[config.mk]
export PLATFORM = sky130hd
export DESIGN_NAME = multi_level_thermal_throttle
export DESIGN_NICKNAME = d
export VERILOG_FILES = /design/src/hw/rtl/mltt_pkg.sv /design/src/hw/rtl/mltt_cfg_regs.sv /design/src/hw/rtl/mltt_level_logic.sv /design/src/hw/rtl/multi_level_thermal_throttle.sv
export SDC_FILE = /design/constraint.sdc
export NUM_CORES = 1
export LEC_CHECK = 0
export BUFFER_PORTS_ARGS = -buffer_cell sky130_fd_sc_hd__buf_2
export CAP_MARGIN = 20
export CORE_MARGIN = 2
export CORE_UTILIZATION = 45
export CTS_BUF_LIST = sky130_fd_sc_hd__clkbuf_16
export CTS_CLUSTER_DIAMETER = 120
export DETAILED_ROUTE_END_ITERATION = 8
export HOLD_SLACK_MARGIN = 0.06
export PLACE_DENSITY = 0.65
export SYNTH_ARGS = -nofsm -noshare
export SYNTH_HDL_FRONTEND = slang
export SYNTH_SLANG_ARGS = --single-unit
[constraint.sdc]
create_clock -name i_clk -period 6.4 [get_ports i_clk]
set_clock_uncertainty 0.2 [all_clocks]
set_input_delay 0.32 -clock i_clk [delete_from_list [all_inputs] [get_ports i_clk]]
set_output_delay 0.32 -clock i_clk [all_outputs]
set_load 0.1 [all_outputs]
[src/hw/rtl/mltt_pkg.sv]
// Shared types, widths, register codes and reset values of the thermal throttle.
package mltt_pkg;

    localparam int MAX_LEVELS     = 4;
    localparam int TEMP_W         = 8;
    localparam int CAP_W          = 22;
    localparam int LEVEL_W        = 3;
    localparam int HYST_W         = 6;
    localparam int CFG_INDEX_W    = 4;
    localparam int CFG_DATA_W     = 22;

    localparam int NUM_LEVELS_DEF = 4;
    localparam int HYSTERESIS_DEF = 5;

    // Register map: thresholds first, then caps
    localparam logic [CFG_INDEX_W-1:0] REG_THRESHOLD_BASE = 4'd0;
    localparam logic [CFG_INDEX_W-1:0] REG_CAP_BASE       = 4'd4;

    typedef logic [TEMP_W-1:0]  t_temp;
    typedef logic [CAP_W-1:0]   t_cap;
    typedef logic [LEVEL_W-1:0] t_level;

    localparam t_temp [MAX_LEVELS-1:0] THRESHOLD_RESET = '{8'd85, 8'd75, 8'd68, 8'd63};
    localparam t_cap  [MAX_LEVELS-1:0] CAP_RESET       =
        '{22'd384000, 22'd918000, 22'd1350000, 22'd1728000};

    typedef struct packed {
        t_level level;
        logic   changed;
        t_cap   freq_cap;
        logic   unlimited;
        t_temp  trigger_temp;
        logic   trigger_valid;
        t_temp  cool_trip;
        logic   release_valid;
    } t_result;

endpackage

[src/hw/rtl/mltt_cfg_regs.sv]
// Configuration register file: trip thresholds and frequency caps per level.
module mltt_cfg_regs #(
    parameter int NUM_LEVELS = mltt_pkg::NUM_LEVELS_DEF
) (
    input  logic                                    i_clk,
    input  logic                                    i_rst_n,
    input  logic                                    i_cfg_valid,
    input  logic [mltt_pkg::CFG_INDEX_W-1:0]        i_cfg_index,
    input  logic [mltt_pkg::CFG_DATA_W-1:0]         i_cfg_data,
    output mltt_pkg::t_temp [NUM_LEVELS-1:0]        o_thresholds,
    output mltt_pkg::t_cap  [NUM_LEVELS-1:0]        o_caps
);

    mltt_pkg::t_temp [NUM_LEVELS-1:0] r_thresholds;
    mltt_pkg::t_cap  [NUM_LEVELS-1:0] r_caps;

    // Writes to levels beyond NUM_LEVELS, or past the map, fall through and are dropped
    always_ff @(posedge i_clk) begin
        if (!i_rst_n) begin
            for (int i = 0; i < NUM_LEVELS; i++) begin
                r_thresholds[i] <= mltt_pkg::THRESHOLD_RESET[i];
                r_caps[i]       <= mltt_pkg::CAP_RESET[i];
            end
        end else if (i_cfg_valid) begin
            for (int i = 0; i < NUM_LEVELS; i++) begin
                if (i_cfg_index == mltt_pkg::REG_THRESHOLD_BASE
                                   + mltt_pkg::CFG_INDEX_W'(i)) begin
                    r_thresholds[i] <= i_cfg_data[mltt_pkg::TEMP_W-1:0];
                end
                if (i_cfg_index == mltt_pkg::REG_CAP_BASE
                                   + mltt_pkg::CFG_INDEX_W'(i)) begin
                    r_caps[i] <= i_cfg_data[mltt_pkg::CAP_W-1:0];
                end
            end
        end
    end

    assign o_thresholds = r_thresholds;
    assign o_caps       = r_caps;

endmodule

[src/hw/rtl/mltt_level_logic.sv]
// Next-level decision with hysteresis and the trip/cap lookup for one sample.
module mltt_level_logic #(
    parameter int NUM_LEVELS = mltt_pkg::NUM_LEVELS_DEF,
    parameter int HYSTERESIS = mltt_pkg::HYSTERESIS_DEF
) (
    input  mltt_pkg::t_temp                     i_temperature,
    input  mltt_pkg::t_level                    i_cur_level,
    input  mltt_pkg::t_temp [NUM_LEVELS-1:0]    i_thresholds,
    input  mltt_pkg::t_cap  [NUM_LEVELS-1:0]    i_caps,
    output mltt_pkg::t_result                   o_result
);

    localparam mltt_pkg::t_temp HYST      = mltt_pkg::TEMP_W'(HYSTERESIS);
    localparam mltt_pkg::t_level TOP_CODE = mltt_pkg::LEVEL_W'(NUM_LEVELS);

    mltt_pkg::t_level cand;
    mltt_pkg::t_level next_level;
    mltt_pkg::t_temp  cur_thr;
    mltt_pkg::t_temp  next_thr;
    mltt_pkg::t_temp  cur_release;
    mltt_pkg::t_temp  next_release;
    mltt_pkg::t_temp  trig_thr;
    mltt_pkg::t_cap   next_cap;

    // Highest level whose threshold the sample meets
    always_comb begin
        cand = '0;
        for (int i = 0; i < NUM_LEVELS; i++) begin
            if (i_temperature >= i_thresholds[i]) begin
                cand = mltt_pkg::LEVEL_W'(i + 1);
            end
        end
    end

    // Entry threshold of the current level
    always_comb begin
        cur_thr = '0;
        for (int i = 0; i < NUM_LEVELS; i++) begin
            if (i_cur_level == mltt_pkg::LEVEL_W'(i + 1)) begin
                cur_thr = i_thresholds[i];
            end
        end
    end

    // Select entry threshold and cap of the next level, and the threshold of the level above
    always_comb begin
        next_thr = '0;
        trig_thr = '0;
        next_cap = '0;
        for (int i = 0; i < NUM_LEVELS; i++) begin
            if (next_level == mltt_pkg::LEVEL_W'(i + 1)) begin
                next_thr = i_thresholds[i];
                next_cap = i_caps[i];
            end
            if (next_level == mltt_pkg::LEVEL_W'(i)) begin
                trig_thr = i_thresholds[i];
            end
        end
    end

    // Saturating release points; none maps to zero through the select defaults
    assign cur_release  = (cur_thr  > HYST) ? cur_thr  - HYST : '0;
    assign next_release = (next_thr > HYST) ? next_thr - HYST : '0;

    // Rise at once; fall only at or below the release point; unthrottled follows the candidate
    always_comb begin
        priority if (cand > i_cur_level) begin
            next_level = cand;
        end else if (i_cur_level == '0) begin
            next_level = cand;
        end else if (i_temperature <= cur_release) begin
            next_level = cand;
        end else begin
            next_level = i_cur_level;
        end
    end

    always_comb begin
        o_result.level         = next_level;
        o_result.changed       = (next_level != i_cur_level);
        o_result.unlimited     = (next_level == '0);
        o_result.freq_cap      = next_cap;
        o_result.trigger_valid = (next_level < TOP_CODE);
        o_result.trigger_temp  = (next_level < TOP_CODE) ? trig_thr : '0;
        o_result.cool_trip     = next_release;
        o_result.release_valid = (next_level != '0) && (next_release != '0);
    end

endmodule

[src/hw/rtl/multi_level_thermal_throttle.sv]
// Top level of the multi-level thermal throttle with hysteresis.
//
// Each temperature sample transfer yields exactly one result transfer carrying
// the new throttle level (0 = none, k = level k), a changed flag, the
// frequency cap of that level (or the unlimited flag) and the warm and cool
// trip points to program next. The block climbs to a higher level at once and
// drops only when the sample is at or below the current level's threshold less
// HYSTERESIS (saturating at zero). Samples pass an input register, one stage of
// comparators and selects, and a result register; one sample is taken every
// cycle while results are drained. The level register is updated as each
// sample leaves the input register, so consecutive samples see each other's
// outcome. Thresholds and caps sit at register indices 0..3 and 4..7; write
// them only while no sample is in flight. Writes to levels at or above
// NUM_LEVELS or to indices past the map are dropped. The configuration port
// never stalls.
module multi_level_thermal_throttle #(
    parameter int NUM_LEVELS = mltt_pkg::NUM_LEVELS_DEF,   // 1..4
    parameter int HYSTERESIS = mltt_pkg::HYSTERESIS_DEF    // 0..63
) (
    input  logic                                i_clk,
    input  logic                                i_rst_n,

    // Configuration write channel
    input  logic                                i_cfg_valid,
    output logic                                o_cfg_ready,
    input  logic [mltt_pkg::CFG_INDEX_W-1:0]    i_cfg_index,
    input  logic [mltt_pkg::CFG_DATA_W-1:0]     i_cfg_data,

    // Sample channel
    input  logic                                i_in_valid,
    output logic                                o_in_ready,
    input  logic [mltt_pkg::TEMP_W-1:0]         i_temperature,

    // Result channel
    output logic                                o_out_valid,
    input  logic                                i_out_ready,
    output logic [mltt_pkg::LEVEL_W-1:0]        o_level,
    output logic                                o_changed,
    output logic [mltt_pkg::CAP_W-1:0]          o_freq_cap,
    output logic                                o_unlimited,
    output logic [mltt_pkg::TEMP_W-1:0]         o_trigger_temp,
    output logic                                o_trigger_valid,
    output logic [mltt_pkg::TEMP_W-1:0]         o_cool_trip,
    output logic                                o_release_valid
);

    mltt_pkg::t_temp [NUM_LEVELS-1:0] thresholds;
    mltt_pkg::t_cap  [NUM_LEVELS-1:0] caps;

    // Input stage
    logic              r_in_valid;
    mltt_pkg::t_temp   r_temp;

    // Result stage
    logic              r_out_valid;
    mltt_pkg::t_result r_out;

    // Throttle state
    mltt_pkg::t_level  r_level;

    mltt_pkg::t_result n_result;
    logic              advance;

    assign o_cfg_ready = 1'b1;

    mltt_cfg_regs #(
        .NUM_LEVELS (NUM_LEVELS)
    ) u_cfg_regs (
        .i_clk        (i_clk),
        .i_rst_n      (i_rst_n),
        .i_cfg_valid  (i_cfg_valid),
        .i_cfg_index  (i_cfg_index),
        .i_cfg_data   (i_cfg_data),
        .o_thresholds (thresholds),
        .o_caps       (caps)
    );

    mltt_level_logic #(
        .NUM_LEVELS (NUM_LEVELS),
        .HYSTERESIS (HYSTERESIS)
    ) u_level_logic (
        .i_temperature (r_temp),
        .i_cur_level   (r_level),
        .i_thresholds  (thresholds),
        .i_caps        (caps),
        .o_result      (n_result)
    );

    // Move the held sample on whenever the result register is free or being emptied
    assign advance    = r_in_valid && (!r_out_valid || i_out_ready);
    assign o_in_ready = !r_in_valid || advance;

    always_ff @(posedge i_clk) begin
        if (!i_rst_n) begin
            r_in_valid  <= 1'b0;
            r_out_valid <= 1'b0;
            r_level     <= '0;
        end else begin
            // Hold the sample until it can advance; refill on a transfer
            if (i_in_valid && o_in_ready) begin
                r_in_valid <= 1'b1;
            end else if (advance) begin
                r_in_valid <= 1'b0;
            end

            if (advance) begin
                r_out_valid <= 1'b1;
                r_level     <= n_result.level;
            end else if (i_out_ready) begin
                r_out_valid <= 1'b0;
            end
        end
    end

    // Payload registers: no reset
    always_ff @(posedge i_clk) begin
        if (i_in_valid && o_in_ready) begin
            r_temp <= i_temperature;
        end
        if (advance) begin
            r_out <= n_result;
        end
    end

    assign o_out_valid     = r_out_valid;
    assign o_level         = r_out.level;
    assign o_changed       = r_out.changed;
    assign o_freq_cap      = r_out.freq_cap;
    assign o_unlimited     = r_out.unlimited;
    assign o_trigger_temp  = r_out.trigger_temp;
    assign o_trigger_valid = r_out.trigger_valid;
    assign o_cool_trip     = r_out.cool_trip;
    assign o_release_valid = r_out.release_valid;

endmodule

==> Yosys cells after proc, flatten, opt, wreduce, memory -nomap -nowiden <==
Cells that the tools add are included.
{ "classes": {"n_reduce_logical": 22, "n_eq_ne": 16, "magnitude_cmp": 9, "mux": 29, "addsub": 2} }
{ "op_table": {"columns": ["cell", "n"], "rows": [
  ["2-to-1 mux 8 bit", 14],
  ["2-to-1 mux 22 bit", 4],
  ["greater-or-equal comparator 8 bit", 4],
  ["equality test 4 x 3 -> 1 bit (second input constant)", 4],
  ["> comparator 8 x 3 -> 1 bit (second input constant)", 2],
  ["AND reduction 2 bit", 8],
  ["subtractor 8 x 3 -> 8 bit (second input constant)", 2],
  ["equality test 3 x 2 -> 1 bit (second input constant)", 4],
  ["2-to-1 mux 3 bit", 4],
  ["equality test 4 x 2 -> 1 bit (second input constant)", 2],
  ["less-or-equal comparator 8 bit", 1],
  ["nonzero test 8 bit", 1],
  ["equality test 3 x 1 -> 1 bit (second input constant)", 2],
  ["equality test 3 bit (second input constant)", 2],
  ["logical NOT 3 bit", 2],
  ["2-to-1 mux 1 bit", 5],
  ["equality test 4 x 1 -> 1 bit (second input constant)", 1],
  ["logical NOT 4 bit", 1],
  ["2-to-1 mux 2 bit", 2],
  ["nonzero test 2 bit", 2],
  ["> comparator 3 bit", 1],
  ["logical AND 1 bit", 3],
  ["< comparator 3 bit (second input constant)", 1],
  ["!= test 3 bit", 1],
  ["3 further kinds", 5]
]} }
{ "word_totals": {"out_inout_bits": 48, "wordCells": 98, "input_bits": 39, "regBits": 178} }

==> Longest topological paths before layout <==
{ "depth": {"depth_word": 20, "depth_mapped": 26} }

==> Cells and area by module <==
From an unflattened synthesis, not the netlist that was laid out.
{ "unflattened": {"hier_cells": 1082, "hier_area_um2": 9736.8} }
{ "by_module_without_submodules": {"columns": ["mod", "area_per_inst_um2", "cells_per_inst", "seq_area_each_um2", "instances"], "rows": [
  ["mltt_cfg_regs", 4729.5, 483, 2402.3, 1],
  ["mltt_level_logic", 3185.6, 521, 0.0, 1],
  ["multi_level_thermal_throttle", 1821.7, 78, 1691.6, 1]
]} }

==> Worst setup path before layout <==
Ideal clock, no wire load.
{ "synth_timing": {"path_kind": "reg-to-reg", "start": "register r_level[1]", "end": "register r_out (netlist bit o_release_valid) (data pin)", "path_stages_with_launch": 25, "t_arrival_ps": 5232, "setup_time_ps": 273, "slack_ps": 695, "path_cell_list": "dfxtp_1 buf_1 nor2_1 a22oi_1 o22ai_1 inv_1 ha_1 or2_2 o2111ai_1 nand3_1 ha_1 nand4_1 or3b_1 o21ai_1 nor3_1 nor2_1 inv_2 nor2_1 a22o_1 a22oi_1 ha_1 nor2_1 nand2_1 a211oi_1 o2111ai_1"} }
{ "synth_rtl": {"columns": ["item", "line_no", "text"], "rows": [
  ["from (decl)", "multi_level_thermal_throttle.sv:59", "mltt_pkg::t_level r_level;"],
  ["from (signal assigned)", "multi_level_thermal_throttle.sv:108", "r_level <= n_result.level;"],
  ["to (signal assigned)", "multi_level_thermal_throttle.sv:121", "r_out <= n_result;"],
  ["to (decl)", "multi_level_thermal_throttle.sv:56", "mltt_pkg::t_result r_out;"]
]} }

==> metrics.txt <==
leakage power 4.39 nW; Post-DP Area 0.00979 mm2; sequential share of the synthesized area between 40% and 50%; drt drc 0; CTS tree done; dpl hpwl between 15 and 20 mm; Reg2Reg Depth 23; RR Startpoint r_level[2]; Antenna Nets Post-Route 0; Commonest cells post-synth 249 x nand2_1, 125 x dfxtp_1, 84 x a21oi_1; type of origin of the critical path register; most common cell in the netlist nand2_1; Slew Viols, Final 0; nets 1214; Layout Utilization a little over half; Clock Path Buffers 2; Syn Area/Cell 8.78 um2; Setup crit end kind register; initial antenna violation count 0; Yosys cell types 67; Post-synth top flop dfxtp_1; Slew @ Worst Pin between 1 and 1.5 ns; RSZ-0062 raised after global routing false; flip-flop and latch area a little over 0.004 mm2; grt total ovfl 0; CP max FO 18; outcome completed; Site Rows 51; Worst-Skew Late Latency between 0.4 and 0.5 ns; Final Cycle Share a little over nine tenths; GPL Wtd Cong 0.967; Final Hold Fails 0; Netlist Area Pre-Place approximately 0.0091 mm2; Crit path arrival time 5.98 ns; Hold Path Origin i_cfg_index[3]; relative slew slack 27.9%; Layout area overhead 18.9%; global-route wire length before repair between 40 and 50 mm; Synth async-reset ratio 0%; Syn. warnings 0; largest net degree at the start of global routing 55; Hold EP u_cfg_regs.o_thresholds[0]; WL per Instance 18.4 um; Final min period roughly 6 ns; post-synthesis cell count about 1000; R2R Path End o_release_valid; gr usage total about a quarter; area of the multi-input gates 0.00460 mm2; Post-Synthesis Net Count about 1100; layout cell share with drive strength beyond 1 approximately 16%; Worst Hold Depth 5; CTS Root Cell clkbuf_16; final setup TNS 0 ns; # H-tree levels 4; initial core utilization 46.3%; cell area after layout 0.0108 mm2; Max-Cap Viols 0; Pwr Density 294 mW/mm2; setup slack, reg-to-reg roughly 0.40 ns; Starting DRT DRC Count ~740; final setup fails 0; Setup CP Type register to register; total CTS buffers 17; core area slightly below 0.02 mm2; DRT Pass-1 Iters 5; number of antenna diodes 0; die height around 150 um; Vias 7880; Post-synth EDFFs 53; Power Total roughly 3.2 mW; Hold Path Class input port to register; clk sinks 178; Seq cells post-synth 178; Yosys top cell area share 27.6%; I/O Buffers 85; vias in the first global route around 7100; via-per-instance ratio roughly 5.6; Fmax roughly 170 MHz; I/O Pins 87; fillcell total between 1500 and 2000; VDD IR max about 210 uV; top cells by area, synth dfxtp_1 28%, edfxtp_1 18%, nand2_1 10%; Die X about 150 um; die area between 0.02 and 0.025 mm2; area leader, netlist dfxtp_1; CTS clk-pin slew, worst paths roughly 0.070 ns; Critical Path RT around 6.4 ns; Detailed Route WL between 20 and 30 mm
-- repair_timing --
action	in CTS	in global routing
hold buffers	32	0
setup buffers	0	0
resized for setup	0	7
setup endpoints to repair	0	7
endpoints found under the hold margin	108	0
-- through the flow --
stage               setup slack, ns  hold WS (ns)  cells
finish                        0.396         0.182   1406
global route                0.00325         0.230   1406
CTS                           0.196         0.163   1405
detailed placement            0.210         0.248   1341
global placement              0.359         0.241   1341
floorplan                     0.695         0.219   1032
-- metal layers --
| metal | global-route usage [%] | vias to the layer above | wire (um) |
|---|---|---|---|
| li1 | - | 3839 | - |
| met1 | 35.6 | 3758 | 12400 |
| met2 | 36.4 | 256 | 11600 |
| met3 | 4.11 | 27 | 1580 |
| met4 | 6.62 | 0 | 435 |
| met5 | 0 | - | 0 |
-- worst max-delay path by stage --
| stage | start | endpoint | slack, ns | cells past startpoint |
|---|---|---|---|---|
| floorplan | r_level[1] | o_release_valid | 0.69 | 24 |
| global route | r_level[2] | o_release_valid | 0.003 | 23 |
| CTS | r_level[2] | o_cool_trip[4] | 0.20 | 22 |
| detailed placement | r_level[2] | o_cool_trip[4] | 0.21 | 22 |
| finish | r_level[2] | o_release_valid | 0.40 | 23 |
| global placement | r_level[2] | o_cool_trip[4] | 0.36 | 22 |
-- layout by cell type, fill, tap and decap left out, drive strengths merged, types with 3 or more instances in the layout --
master / n
and3: 5
o21ai: 20
dlygate4sd3: 32
inv: 52
a211oi: 9
a22oi: 39
edfxtp: 53
a21oi: 86
o21a: 3
mux2i: 50
buf: 112
xnor2: 3
dfxtp: 125
nand4: 3
o211ai: 16
nand2b: 5
nor2: 55
a31oi: 4
nand3: 44
o2111ai: 3
a221oi: 3
o221ai: 3
nor2b: 4
nor3b: 4
nor3: 9
nand2: 250
nand3b: 5
a21o: 3
o22a: 7
o22ai: 24
and2: 5
ha: 47
clkbuf: 18
o311a: 6
xor2: 5
a22o: 5
-- logic make-up after synthesis --
| family | after synthesis | synth area share (%) |
|---|---|---|
| simple gates | 396 | 18.7 |
| other cells | 1 | 0.0414 |
| compound gates | 242 | 18.7 |
| fa+ha+maj | 47 | 6.49 |
| xor+xnor | 8 | 0.773 |
| mux | 50 | 5.52 |
| buf+inv | 110 | 4.63 |
| flops | 178 | 45.2 |
-- registers in the layout, indices dropped and copies added (netlist names) --
register	cells
r_in_valid	1
o_freq_cap	22
o_cool_trip	8
o_unlimited	1
r_level	3
u_cfg_regs.o_caps	88
r_temp	8
o_trigger_temp	8
o_out_valid	1
o_level	3
u_cfg_regs.o_thresholds	32
o_release_valid	1
o_changed	1
o_trigger_valid	1
-- cell type report --
class                   count  share of cell area, %
well taps                 265                   3.08
clock inverters            14                   1.43
inverters                  43                   1.52
clock buffers              18                   4.18
multi-input cells         744                   42.7
flip-flops and latches    178                   38.0
repair buffers            144                   9.06
-- report_power, final --
group	switching [mW]	internal, mW	total [mW]
combinational	0.592	0.259	0.851
clock	0.486	0.578	1.06
sequential	0.0233	1.23	1.25
-- critical path: stages, from the launching register on --
cell,delay [ns]
dfxtp_1,0.45
inv_1,0.15
nor2_1,0.22
buf_4,0.20
a22oi_1,0.09
o22a_1,0.23
ha_1,0.21
or2_2,0.34
o2111ai_2,0.31
nand3_1,0.15
ha_1,0.34
nand4_1,0.16
or3b_1,0.40
o21ai_1,0.23
nor2_1,0.12
a22oi_2,0.32
buf_6,0.23
o21ai_0,0.11
a22oi_1,0.30
ha_1,0.30
o221ai_1,0.15
o2bb2ai_1,0.16
a211oi_1,0.26
o2111ai_1,0.12
No activity file was read; power rests on OpenSTA's default activity.
